===== src/hdl/triangular_toeplitz_inverter_defines.svh =====
// Assertion macros shared by the triangular Toeplitz inverter RTL.
// Included by the files that carry concurrent checks; needs clk and rst_n in scope.
`ifndef TRIANGULAR_TOEPLITZ_INVERTER_DEFINES_SVH
`define TRIANGULAR_TOEPLITZ_INVERTER_DEFINES_SVH
`ifndef SYNTH
// Check that a property holds on every clock outside reset
`define TTI_ASSERT(lbl, prop, msg) \
  lbl: assert property (@(posedge clk) disable iff (!rst_n) prop) else $error(msg);
// Check that a condition never occurs outside reset
`define TTI_NEVER(lbl, cond, msg) \
  lbl: assert property (@(posedge clk) disable iff (!rst_n) !(cond)) else $error(msg);
`else
`define TTI_ASSERT(lbl, prop, msg)
`define TTI_NEVER(lbl, cond, msg)
`endif
`endif


===== src/hdl/ttinv_pkg.sv =====
`timescale 1ns / 1ps
// Shared types, codes and defaults for the triangular Toeplitz inverter.
// No dependencies; imported by every module of the block.
package ttinv_pkg;

  localparam int MAX_LEN_DEF   = 64;
  localparam int FRAC_BITS_DEF = 16;

  // Status codes carried on every result word
  localparam logic [1:0] ST_OK         = 2'd0;
  localparam logic [1:0] ST_ZERO_PIVOT = 2'd1;
  localparam logic [1:0] ST_SAT        = 2'd2;

  // Datapath operation of one multiply-accumulate slot
  localparam logic [1:0] PH_T = 2'd0;  // t = c * x partial column
  localparam logic [1:0] PH_X = 2'd1;  // x update from x * t
  localparam logic [1:0] PH_P = 2'd2;  // pivot norm

  typedef struct packed {
    logic signed [31:0] coef_re;
    logic signed [31:0] coef_im;
  } in_word_t;

  typedef struct packed {
    logic signed [31:0] inv_re;
    logic signed [31:0] inv_im;
    logic               last_entry;
    logic [1:0]         status;
  } out_word_t;

  // Commands from the controller to the datapath
  typedef struct packed {
    logic       coef_wr;
    logic       mac_vld;
    logic [1:0] phase;
    logic       first;
    logic       last;
    logic       recip_start;
    logic       recip_sel;
    logic       sat_clr;
    logic       emit_ld;
    logic       last_entry;
  } ttinv_cmd_t;

  // Status from the datapath to the controller
  typedef struct packed {
    logic piv_zero;
    logic recip_done;
    logic out_free;
  } ttinv_sts_t;

endpackage


===== src/hdl/ttinv_ctrl.sv =====
`timescale 1ns / 1ps
// Controller: load counter, length register, doubling loop sequencer and emit sequencer.
// Uses ttinv_pkg; drives ttinv_dp through command and status structs.
module ttinv_ctrl #(
  parameter int MAX_LEN = 64,
  localparam int AW = $clog2(MAX_LEN),
  localparam int SDEPTH = MAX_LEN / 2,
  localparam int SW = (SDEPTH > 1) ? $clog2(SDEPTH) : 1
) (
  input  logic                  clk,
  input  logic                  rst_n,
  input  logic                  in_valid,
  output logic                  in_stall,
  input  logic                  cfg_wr_en,
  input  logic [2:0]            cfg_wr_data,
  output ttinv_pkg::ttinv_cmd_t cmd,
  output logic [AW-1:0]         coef_addr,
  output logic [AW-1:0]         inv_addr,
  output logic [SW-1:0]         scr_addr,
  output logic [AW-1:0]         dst_addr,
  input  ttinv_pkg::ttinv_sts_t sts
);
  import ttinv_pkg::*;

  localparam int LOG_MAX = $clog2(MAX_LEN + 1) - 1;
  localparam logic [2:0] DRAIN_CYC = 3'd4;

  localparam logic [3:0] S_LOAD  = 4'd0;
  localparam logic [3:0] S_PIV   = 4'd1;
  localparam logic [3:0] S_PWAIT = 4'd2;
  localparam logic [3:0] S_RRE   = 4'd3;
  localparam logic [3:0] S_RREW  = 4'd4;
  localparam logic [3:0] S_RIM   = 4'd5;
  localparam logic [3:0] S_RIMW  = 4'd6;
  localparam logic [3:0] S_MAC   = 4'd7;
  localparam logic [3:0] S_DRAIN = 4'd8;
  localparam logic [3:0] S_EMRD  = 4'd9;
  localparam logic [3:0] S_EMLD  = 4'd10;

  logic [3:0]    state_r, state_nxt;
  logic [2:0]    size_log2_r, size_log2_nxt;
  logic [AW-1:0] load_cnt_r, load_cnt_nxt;
  logic [AW:0]   m_r, m_nxt;
  logic [AW-1:0] i_r, i_nxt, j_r, j_nxt, k_r, k_nxt;
  logic [1:0]    phase_r, phase_nxt;
  logic [2:0]    drain_r, drain_nxt;
  logic [3:0]    log_eff;
  logic [AW:0]   len;
  logic          in_acc;
  logic          row_last;
  logic [AW:0]   cidx;

  // Column length, clamped to the largest power of two that fits
  always_comb begin
    log_eff = ({1'b0, size_log2_r} > 4'(LOG_MAX)) ? 4'(LOG_MAX) : {1'b0, size_log2_r};
    len     = (AW + 1)'(1) << log_eff;
  end

  assign in_stall = (state_r != S_LOAD);
  assign in_acc   = in_valid && !in_stall;
  assign row_last = (phase_r == PH_T) ? ({1'b0, j_r} == m_r - (AW + 1)'(1)) : (j_r == i_r);
  assign cidx     = m_r + {1'b0, i_r} - {1'b0, j_r};

  always_comb begin
    state_nxt     = state_r;
    size_log2_nxt = size_log2_r;
    load_cnt_nxt  = load_cnt_r;
    m_nxt         = m_r;
    i_nxt         = i_r;
    j_nxt         = j_r;
    k_nxt         = k_r;
    phase_nxt     = phase_r;
    drain_nxt     = drain_r;
    cmd           = '0;
    coef_addr     = '0;
    inv_addr      = '0;
    scr_addr      = '0;
    dst_addr      = '0;
    unique case (state_r)
      // Store words until the column is complete
      S_LOAD: begin
        coef_addr   = load_cnt_r;
        cmd.coef_wr = in_acc;
        if (in_acc) begin
          if ({1'b0, load_cnt_r} + (AW + 1)'(1) == len) begin
            load_cnt_nxt = '0;
            state_nxt    = S_PIV;
          end else begin
            load_cnt_nxt = load_cnt_r + AW'(1);
          end
        end
        if (cfg_wr_en) begin
          size_log2_nxt = cfg_wr_data;
          load_cnt_nxt  = '0;
        end
      end
      // Read the pivot and form its norm
      S_PIV: begin
        cmd.mac_vld = 1'b1;
        cmd.phase   = PH_P;
        cmd.first   = 1'b1;
        cmd.sat_clr = 1'b1;
        drain_nxt   = DRAIN_CYC;
        state_nxt   = S_PWAIT;
      end
      S_PWAIT: begin
        if (drain_r != 3'd0) begin
          drain_nxt = drain_r - 3'd1;
        end else if (sts.piv_zero) begin
          k_nxt     = '0;
          state_nxt = S_EMRD;
        end else begin
          state_nxt = S_RRE;
        end
      end
      S_RRE: begin
        cmd.recip_start = 1'b1;
        state_nxt       = S_RREW;
      end
      S_RREW: begin
        if (sts.recip_done) begin
          state_nxt = S_RIM;
        end
      end
      S_RIM: begin
        cmd.recip_start = 1'b1;
        cmd.recip_sel   = 1'b1;
        state_nxt       = S_RIMW;
      end
      S_RIMW: begin
        cmd.recip_sel = 1'b1;
        if (sts.recip_done) begin
          if (len == (AW + 1)'(1)) begin
            k_nxt     = '0;
            state_nxt = S_EMRD;
          end else begin
            m_nxt     = (AW + 1)'(1);
            i_nxt     = '0;
            j_nxt     = '0;
            phase_nxt = PH_T;
            state_nxt = S_MAC;
          end
        end
      end
      // One complex MAC per cycle over the rows of the current half
      S_MAC: begin
        cmd.mac_vld = 1'b1;
        cmd.phase   = phase_r;
        cmd.first   = (j_r == '0);
        cmd.last    = row_last;
        coef_addr   = cidx[AW-1:0];
        scr_addr    = j_r[SW-1:0];
        if (phase_r == PH_T) begin
          inv_addr = j_r;
          dst_addr = i_r;
        end else begin
          inv_addr = i_r - j_r;
          dst_addr = m_r[AW-1:0] + i_r;
        end
        if (row_last) begin
          j_nxt = '0;
          if ({1'b0, i_r} == m_r - (AW + 1)'(1)) begin
            drain_nxt = DRAIN_CYC;
            state_nxt = S_DRAIN;
          end else begin
            i_nxt = i_r + AW'(1);
          end
        end else begin
          j_nxt = j_r + AW'(1);
        end
      end
      // Let results land before they are read back
      S_DRAIN: begin
        if (drain_r != 3'd0) begin
          drain_nxt = drain_r - 3'd1;
        end else if (phase_r == PH_T) begin
          phase_nxt = PH_X;
          i_nxt     = '0;
          j_nxt     = '0;
          state_nxt = S_MAC;
        end else if ((m_r << 1) == len) begin
          k_nxt     = '0;
          state_nxt = S_EMRD;
        end else begin
          m_nxt     = m_r << 1;
          phase_nxt = PH_T;
          i_nxt     = '0;
          j_nxt     = '0;
          state_nxt = S_MAC;
        end
      end
      // Read one inverse entry once the output word is free
      S_EMRD: begin
        inv_addr = k_r;
        if (sts.out_free) begin
          state_nxt = S_EMLD;
        end
      end
      S_EMLD: begin
        inv_addr       = k_r;
        cmd.emit_ld    = 1'b1;
        cmd.last_entry = ({1'b0, k_r} == len - (AW + 1)'(1));
        if ({1'b0, k_r} == len - (AW + 1)'(1)) begin
          state_nxt = S_LOAD;
        end else begin
          k_nxt     = k_r + AW'(1);
          state_nxt = S_EMRD;
        end
      end
      default: begin
        state_nxt = S_LOAD;
      end
    endcase
  end

  always_ff @(posedge clk) begin
    if (!rst_n) begin
      state_r     <= S_LOAD;
      size_log2_r <= 3'd6;
      load_cnt_r  <= '0;
      drain_r     <= 3'd0;
    end else begin
      state_r     <= state_nxt;
      size_log2_r <= size_log2_nxt;
      load_cnt_r  <= load_cnt_nxt;
      drain_r     <= drain_nxt;
    end
  end

  always_ff @(posedge clk) begin
    m_r     <= m_nxt;
    i_r     <= i_nxt;
    j_r     <= j_nxt;
    k_r     <= k_nxt;
    phase_r <= phase_nxt;
  end

endmodule


===== config.mk =====
export PLATFORM = sky130hd
export DESIGN_NAME = ttinv_ctrl
export DESIGN_NICKNAME = d
export VERILOG_FILES = /design/src/hdl/triangular_toeplitz_inverter_defines.svh /design/src/hdl/ttinv_pkg.sv /design/src/hdl/ttinv_ctrl.sv
export SDC_FILE = /design/constraint.sdc
export NUM_CORES = 1
export LEC_CHECK = 0
export BUFFER_PORTS_ARGS = -buffer_cell sky130_fd_sc_hd__buf_2
export CAP_MARGIN = 20
export CORE_ASPECT_RATIO = 1.75
export CORE_MARGIN = 2
export CORE_UTILIZATION = 65
export DETAILED_ROUTE_END_ITERATION = 12
export PLACE_DENSITY = 0.87
export SLEW_MARGIN = 0
export SYNTH_ARGS = -nofsm -noshare
export SYNTH_HDL_FRONTEND = slang
export SYNTH_SLANG_ARGS = --single-unit

===== constraint.sdc =====
create_clock -name clk -period 5.79 [get_ports clk]
set_input_delay 1.158 -clock clk [delete_from_list [all_inputs] [get_ports clk]]
set_output_delay 1.158 -clock clk [all_outputs]
set_load 0.02 [all_outputs]

==> results of run 1 <==
-- final timing paths --
path / cells past startpoint / slack [ps] / endpoint
worst min register to register: 2 / 480 / drain_r[1]
worst min-delay path: 2 / 480 / drain_r[1]
worst max register to register: 9 / 2250 / i_r[0]
worst max-delay path: 11 / 1580 / coef_addr[5]
-- area by class of cell --
type,count,share of cell area (%)
Tap cell,80,2.25
Inverter,38,3.20
Sequential cell,42,24.7
Clock inverter,3,0.900
Clock buffer,5,1.55
Multi-Input combinational cell,397,61.6
Timing Repair Buffer,46,5.74
-- cells in the mapped netlist, types with 12 or more instances --
master    number
inv_1         37
ha_1          23
nor2_1        54
o21ai_0       30
nor3_1        12
dfxtp_1       16
xor2_1        15
nand2_1       41
clkbuf_1      21
nand3_1       26
xnor2_1       35
edfxtp_1      26
a21oi_1       23
mux2i_1       15
-- critical path: cells and delay by family, from the launching register on --
family	cells	cell delay, ps
compound gates	5	840
flops	1	570
fa+ha+maj	2	830
buf+inv	3	430
xor+xnor	1	90
-- where the power goes --
group	total (W)	switching [W]	internal [W]
Clock	0.000235	0.000109	0.000127
Combinational	0.000185	0.000103	0.0000818
Sequential	0.000373	0.0000444	0.000328
Total	0.000792	0.000256	0.000537
-- through the flow --
step | std cells | hold slack [ps]
finish | 611 | 478
global route | 611 | 506
CTS | 610 | 482
detailed placement | 602 | 472
global placement | 602 | 448
floorplan | 512 | 436
-- per-layer routing --
layer | up-vias | track usage, % | wire [microns]
li1 | 1823 | - | -
met1 | 1747 | 32.3 | 3790
met2 | 121 | 55.1 | 5600
met3 | 27 | 2.75 | 421
met4 | 0 | 11.8 | 340
met5 | - | 0 | 0
-- registers in the layout, summed over array words and instances, names as in the netlist --
register and count:
load_cnt_r 6, state_r 4, size_log2_r 3, m_r 7, drain_r 3, i_r 6
j_r 6, phase_r 1, k_r 6
-- cell families after synthesis --
logic type	after synthesis
flops	42
xor+xnor	51
fa+ha+maj	30
buf+inv	73
mux	15
compound gates	100
simple gates	201
==> run summary, run 1 <==
=================================================================================================
Status                                                                               complete, no violations
Final HPWL from detailed placement                                                   7800 microns
Required time at the worst-slack endpoint                                                 4630 ps
Dpl cell area                                                                          4310 sq um
Worst-path fanout max                                                                          10
Summed negative setup slack over all endpoints                                               0 ps
Chain of cells forming the critical path                                             inv_1, fa_1, inv_1, ha_1, a21o_1, a21o_1, a21o_1, a21oi_1, xnor2_1, o21ai_0, buf_2
Port Buffers                                                                                   44
Clk pin slew, worst setup/hold paths                                                        80 ps
Leading cell types in the layout, fill and taps excluded                             nor2_1, buf_2, nand2_1
Post-route DRC violation count                                                                  0
Number of standard-cell rows in the floorplan                                                  38
Antenna violations before repair                                                                0
Largest net degree at the start of global routing                                              30
Post-route total power                                                                 0.000792 W
Area of combinational cells with multiple inputs                                       2740 sq um
DIE WIDTH                                                                            64.9 microns
Leakage                                                                                   2.00 nW
Hold-fix buffers, CTS                                                                           0
Power density cells                                                                   178 nW/um^2
Non-Filler Cell Area, Final                                                            4450 sq um
Floorplan die area                                                                     7180 sq um
Area of the placeable core                                                             6230 sq um
Detailed Routing Iterations Pass 1                                                              7
Critical path capture point type                                                       output pin
Synth warn                                                                                      0
Simple-gate share of the synthesized area                                                   24.2%
Top-area cell type share of the netlist area                                                18.5%
Share of synthesized area spent on multiplexers                                             3.55%
Worst Setup Slack post-DPL                                                                1880 ps
Number of distinct library cell variants in the gate-level netlist after synthesis             66
Hold wc startpoint                                                                     drain_r[1]
Longest individual stage delay on the worst path                                           570 ps
Cell repeated most along the worst path                                                    a21o_1
FMAX                                                                                    0.237 GHz
Worst setup path category                                                            flip-flop to output pin
Fin util                                                                                    71.5%
Unrepaired setup endpoints after global routing                                                no
Arrival time worst endpoint                                                               3060 ps
Number of max-cap violations                                                                    0
Largest buffer count on any clock path                                                          2
Global Route Usage Sum                                                                      29.3%
Worst setup slack after layout                                                            1580 ps
Placer's final routability congestion estimate                                              0.996
Area growth from synthesis to layout                                                        5.36%
Combinational family with the most area after synthesis                              simple AND/OR/NAND/NOR gates
Clock latency at the later pin of the worst-skew pair                                      320 ps
Final-stage net count                                                                         570
Share of the clock period used by the worst path after layout                               72.8%
Most common flop cell mapped by yosys                                                    edfxtp_1
Nets in the synthesized netlist                                                               552
Average routed wire per standard cell                                                16.6 microns
Cell with the largest stage delay on the worst path                                      edfxtp_1
Synthesized area per cell                                                              8.25 sq um
Initial standard-cell utilization of the core                                               67.8%
Fraction of registers with async set or reset after synthesis                                  0%
Footprint of the flip-flops and latches                                                1100 sq um
First-pass GRT wire length                                                           16,600 microns
Overall via count from detail_route                                                         3,718
Instance count of the mapped netlist                                                          512
Fraction of layout instances using a drive strength above 1                                 13.6%
Most common cell after layout, fill and taps aside                                         nor2_1
Compound-cell area share of the yosys netlist                                               15.9%
Ratio of routed vias to standard cells                                                       6.09
Final setup fails                                                                               0
Setup clock skew after layout                                                             15.8 ps
Number of global-route vias before repair                                                   3,490
Highest ir drop seen on vdd                                                              0.168 mV
Io pins                                                                                        45
Number of H-tree levels                                                                         2
CTS tree                                                                                      yes
Antenna diode instance count                                                                    0
Overall die height                                                                    111 microns
Launch point of the worst reg-to-reg path                                                  m_r[1]
Relative slew margins                                                                       35.1%
Gates resized, CTS repair                                                                       0
Leading post-synthesis cells by cell area                                            edfxtp_1, dfxtp_1, xnor2_1
Clock Sink Count                                                                               42
Total CTS buffers                                                                               5
Shortest clock period the worst path allows after layout                                  4210 ps
Share of synthesized cell area in full adder, half adder and majority cells                 10.1%
Cell accounting for the most synthesized area                                            edfxtp_1
Proportion of synthesized chip area in sequential cells                                     26.1%
#FFs+latches synth                                                                             42
Final max-slew violation count                                                                  0
Violation count after the first detailed-route iteration                                      206
Tightest Hold Check Type                                                             flip-flop to flip-flop
Number of buffers added for setup after CTS                                                     0
Number of hold violations in the final report                                                   0
Antenna-violating nets left                                                                     0
Aggregate global routing overflow                                                               0
Critical path startpoint category                                                       flip-flop
Clock root buffer                                                                        clkbuf_8
Fill count                                                                                    512
Worst setup path startpoint                                                                m_r[1]
Synth Cell Area                                                                        4220 sq um
Total length of routed wires                                                         10,200 microns
Count of flip-flops with a built-in enable after synthesis                                     26
Fraction of synthesized cell area in xor and xnor cells                                     11.0%
Worst Max-Slew Pin Slew                                                                    966 ps
=================================================================================================
Note: power is estimated with default switching activity, not from simulation.
==> run 2: changes to the inputs <==
--- a/config.mk
+++ b/config.mk
@@ -5,13 +5,14 @@
 export SDC_FILE = /design/constraint.sdc
 export NUM_CORES = 1
 export LEC_CHECK = 0
+export ABC_AREA = 1
 export BUFFER_PORTS_ARGS = -buffer_cell sky130_fd_sc_hd__buf_2
 export CAP_MARGIN = 20
 export CORE_ASPECT_RATIO = 1.75
 export CORE_MARGIN = 2
-export CORE_UTILIZATION = 65
+export CORE_UTILIZATION = 60
 export DETAILED_ROUTE_END_ITERATION = 12
-export PLACE_DENSITY = 0.87
+export PLACE_DENSITY = 0.81
 export SLEW_MARGIN = 0
 export SYNTH_ARGS = -nofsm -noshare
 export SYNTH_HDL_FRONTEND = slang
==> constraint.sdc (replaced) <==
create_clock -name clk -period 4.15 [get_ports clk]
set_input_delay 0.83 -clock clk [delete_from_list [all_inputs] [get_ports clk]]
set_output_delay 0.83 -clock clk [all_outputs]
set_load 0.02 [all_outputs]
==> run 2 against run 1 <==
Net effect: register-to-register slack worse by 1000 ps; core utilization is 2.8 points lower; die area is 2.6% higher; global-route usage is 3.1 points higher; cell count is 18% higher; critical path depth is 2 higher; sequential cell count stayed put; via count is 12% higher; sequential share of layout area hardly changed; critical path type unchanged; critical endpoint unchanged; largest power group unchanged.
==> run summary, run 2 <==
=================================================================================================
Shortest clock period the worst path allows after layout                                  3660 ps
Number of hold violations in the final report                                                   0
CP delay by family, top                                                               adder cells
Hold worst-path end                                                                    state_r[3]
Status                                                                               complete, no violations
Antenna-violating nets left                                                                     0
Total length of routed wires                                                         11,400 microns
Longest individual stage delay on the worst path                                           550 ps
Synthesized area per cell                                                              6.71 sq um
Average routed wire per standard cell                                                15.7 microns
Hold-fix buffers, CTS                                                                           0
Detailed Routing Iterations Pass 1                                                              5
Worst setup slack after layout                                                             488 ps
Unrepaired setup endpoints after global routing                                                no
Aggregate global routing overflow                                                               0
Setup clock skew after layout                                                             7.25 ps
Clk pin slew, worst setup/hold paths                                                        60 ps
Setup slack, reg-to-reg                                                                   1220 ps
Top-area cell type share of the netlist area                                                19.5%
Net Sw Power                                                                           0.000239 W
Top-count cell post-synth                                                                 nand2_1
Worst-path fanout max                                                                           6
Number of global-route vias before repair                                                   4,037
Max reg flops                                                                                   7
Sw Share                                                                                    23.9%
Fraction of layout instances using a drive strength above 1                                 13.3%
Most common flop cell mapped by yosys                                                    edfxtp_1
Chain of cells forming the critical path                                             inv_2, fa_1, inv_1, ha_1, nand2_1, nand2_1, a31oi_1, nor2_1, nor2_1, o21bai_1, xor2_1, o22ai_1, buf_2
Top register by number of flip-flops                                                          m_r
Launch point of the worst reg-to-reg path                                                  m_r[1]
Number of H-tree levels                                                                         2
#FFs+latches synth                                                                             42
Antenna violations before repair                                                                0
Synth Cell Area                                                                        4010 sq um
Number of max-cap violations                                                                    0
Fill count                                                                                    568
Hold path cells                                                                                 2
Area growth from synthesis to layout                                                        11.2%
Critical path startpoint category                                                       flip-flop
Power density cells                                                                   225 nW/um^2
Highest ir drop seen on vdd                                                              0.327 mV
DIE WIDTH                                                                            65.8 microns
Tightest Hold Check Type                                                             flip-flop to flip-flop
Number of distinct library cell variants in the gate-level netlist after synthesis             43
Relative slew margins                                                                       36.9%
Number of standard-cell rows in the floorplan                                                  39
Cell accounting for the most synthesized area                                            edfxtp_1
Synth warn                                                                                      0
Antenna diode instance count                                                                    0
Total CTS buffers                                                                               5
Sequential cell fraction of total power                                                     45.3%
Required time at the worst-slack endpoint                                                 3320 ps
Final setup fails                                                                               0
Share of the clock period used by the worst path after layout                               88.3%
FMAX                                                                                    0.273 GHz
Number of buffers added for setup after CTS                                                     0
Summed negative setup slack over all endpoints                                               0 ps
Largest buffer count on any clock path                                                          2
Clock Sink Count                                                                               42
Final HPWL from detailed placement                                                   9260 microns
First-pass GRT wire length                                                           18,300 microns
Internal Dissipation                                                                   0.000764 W
Io pins                                                                                        45
Largest net degree at the start of global routing                                              25
Nets in the synthesized netlist                                                               637
Clock latency at the later pin of the worst-skew pair                                      290 ps
Final max-slew violation count                                                                  0
Count of flip-flops with a built-in enable after synthesis                                     26
Logic pwr share                                                                             10.4%
CTS tree                                                                                      yes
Worst Setup Slack post-DPL                                                                 816 ps
Top cells by instance count after synthesis                                          nand2_1, inv_1, nor2_1
Placer's final routability congestion estimate                                               1.01
Final-stage net count                                                                         680
Arrival time worst endpoint                                                               2830 ps
Fraction of registers with async set or reset after synthesis                                  0%
Worst setup path category                                                            flip-flop to output pin
Initial standard-cell utilization of the core                                               61.7%
Worst Max-Slew Pin Slew                                                                    939 ps
Buf+Inv Stages, Crit Path                                                                       3
Clock root buffer                                                                       clkbuf_16
Leading post-synthesis cells by cell area                                            edfxtp_1, nand2_1, inv_1
Footprint of the flip-flops and latches                                                1100 sq um
Hold wc startpoint                                                                     state_r[3]
Overall via count from detail_route                                                         4,150
Proportion of synthesized chip area in sequential cells                                     27.5%
Most common cell after layout, fill and taps aside                                        nand2_1
Cell with the largest stage delay on the worst path                                          fa_1
Floorplan die area                                                                     7370 sq um
Area of combinational cells with multiple inputs                                       2490 sq um
Critical path capture point type                                                       output pin
Gates resized, CTS repair                                                                       0
Post-Place Cells                                                                              715
Share of total power in the clock network                                                   44.3%
Leakage                                                                                   2.21 nW
Reg-to-reg critical path endpoint                                                          i_r[1]
Cell count of the worst reg-to-reg path                                                        12
Violation count after the first detailed-route iteration                                      370
Overall die height                                                                    112 microns
Port Buffers                                                                                   44
Leading cell types in the layout, fill and taps excluded                             nand2_1, inv_1, nor2_1
Ratio of routed vias to standard cells                                                       5.74
Area of the placeable core                                                             6490 sq um
Post-route DRC violation count                                                                  0
Global Route Usage Sum                                                                      32.4%
Instance count of the mapped netlist                                                          597
Final cell count without fillers                                                              723
=================================================================================================
[run 2: cell count changes after synthesis, sizes merged, moves of 19 or more]
cell    before  now
nand3       26   54
inv         37   95
nand2       41  131
clkbuf      24    5
xnor2       35    6
nor2        54   99
[run 2: final cells by class]
class | instances | share of cell area (%)
repair buffers | 46 | 5.28
well taps | 82 | 2.30
clock inverters | 1 | 0.674
clock buffers | 7 | 2.98
multi-input cells | 450 | 56.0
inverters | 95 | 8.01
flip-flops and latches | 42 | 24.7
[run 2: how the worst max path moves through the flow]
stage	slack, ps	from	to	cells past startpoint
floorplan	950	m_r[2]	coef_addr[5]	12
global placement	900	i_r[2]	coef_addr[5]	13
detailed placement	820	m_r[2]	coef_addr[5]	13
CTS	500	m_r[2]	coef_addr[5]	13
global route	290	i_r[2]	coef_addr[5]	13
finish	490	m_r[2]	coef_addr[5]	13
[run 2: per-layer routing]
metal | share of wire (%) | up-vias | global-route usage [%]
li1 | - | 2027 | -
met4 | 8.1 | 0 | 25.4
met1 | 36 | 1882 | 33.9
met5 | 0 | - | 0
met2 | 51 | 177 | 56.0
met3 | 4.8 | 64 | 4.41
[run 2: kinds of logic after synthesis]
group	synth area share, %
AND/OR/NAND/NOR	34.4
XOR/XNOR	4.37
adder cells (fa/ha/maj)	10.7
AO/OA/AOI/OAI	12.8
flip-flops	27.5
buffers and inverters	10.2
[run 2: tightest hold or removal path, delay by kind of cell (launching register included)]
kind,cells,cell delay [ps]
flops,1,330
simple gates,1,70
compound gates,1,50
[run 2: power groups by stage]
stage	Combinational, W	Sequential [W]	Clock (W)
after global routing	0.000115	0.000456	0.000459
after CTS	0.000104	0.000455	0.000445
final	0.000104	0.000455	0.000445
after global placement	0.0000997	0.000464	0
after floorplan	0.0000809	0.000459	0
after detailed placement	0.000102	0.000464	0
[run 2: metrics by stage]
step | total power [W] | cell area (sq um) | util, % | hold WS (ps)
5_1_grt | 0.00103 | 4450 | 68.6 | 528
3_3_place_gp | 0.000563 | 4290 | 66.1 | 484
2_1_floorplan | 0.000540 | 4010 | - | 466
3_5_place_dp | 0.000566 | 4290 | 66.1 | 494
6_report | 0.00100 | 4450 | 68.6 | 507
4_1_cts | 0.00100 | 4450 | 68.6 | 502
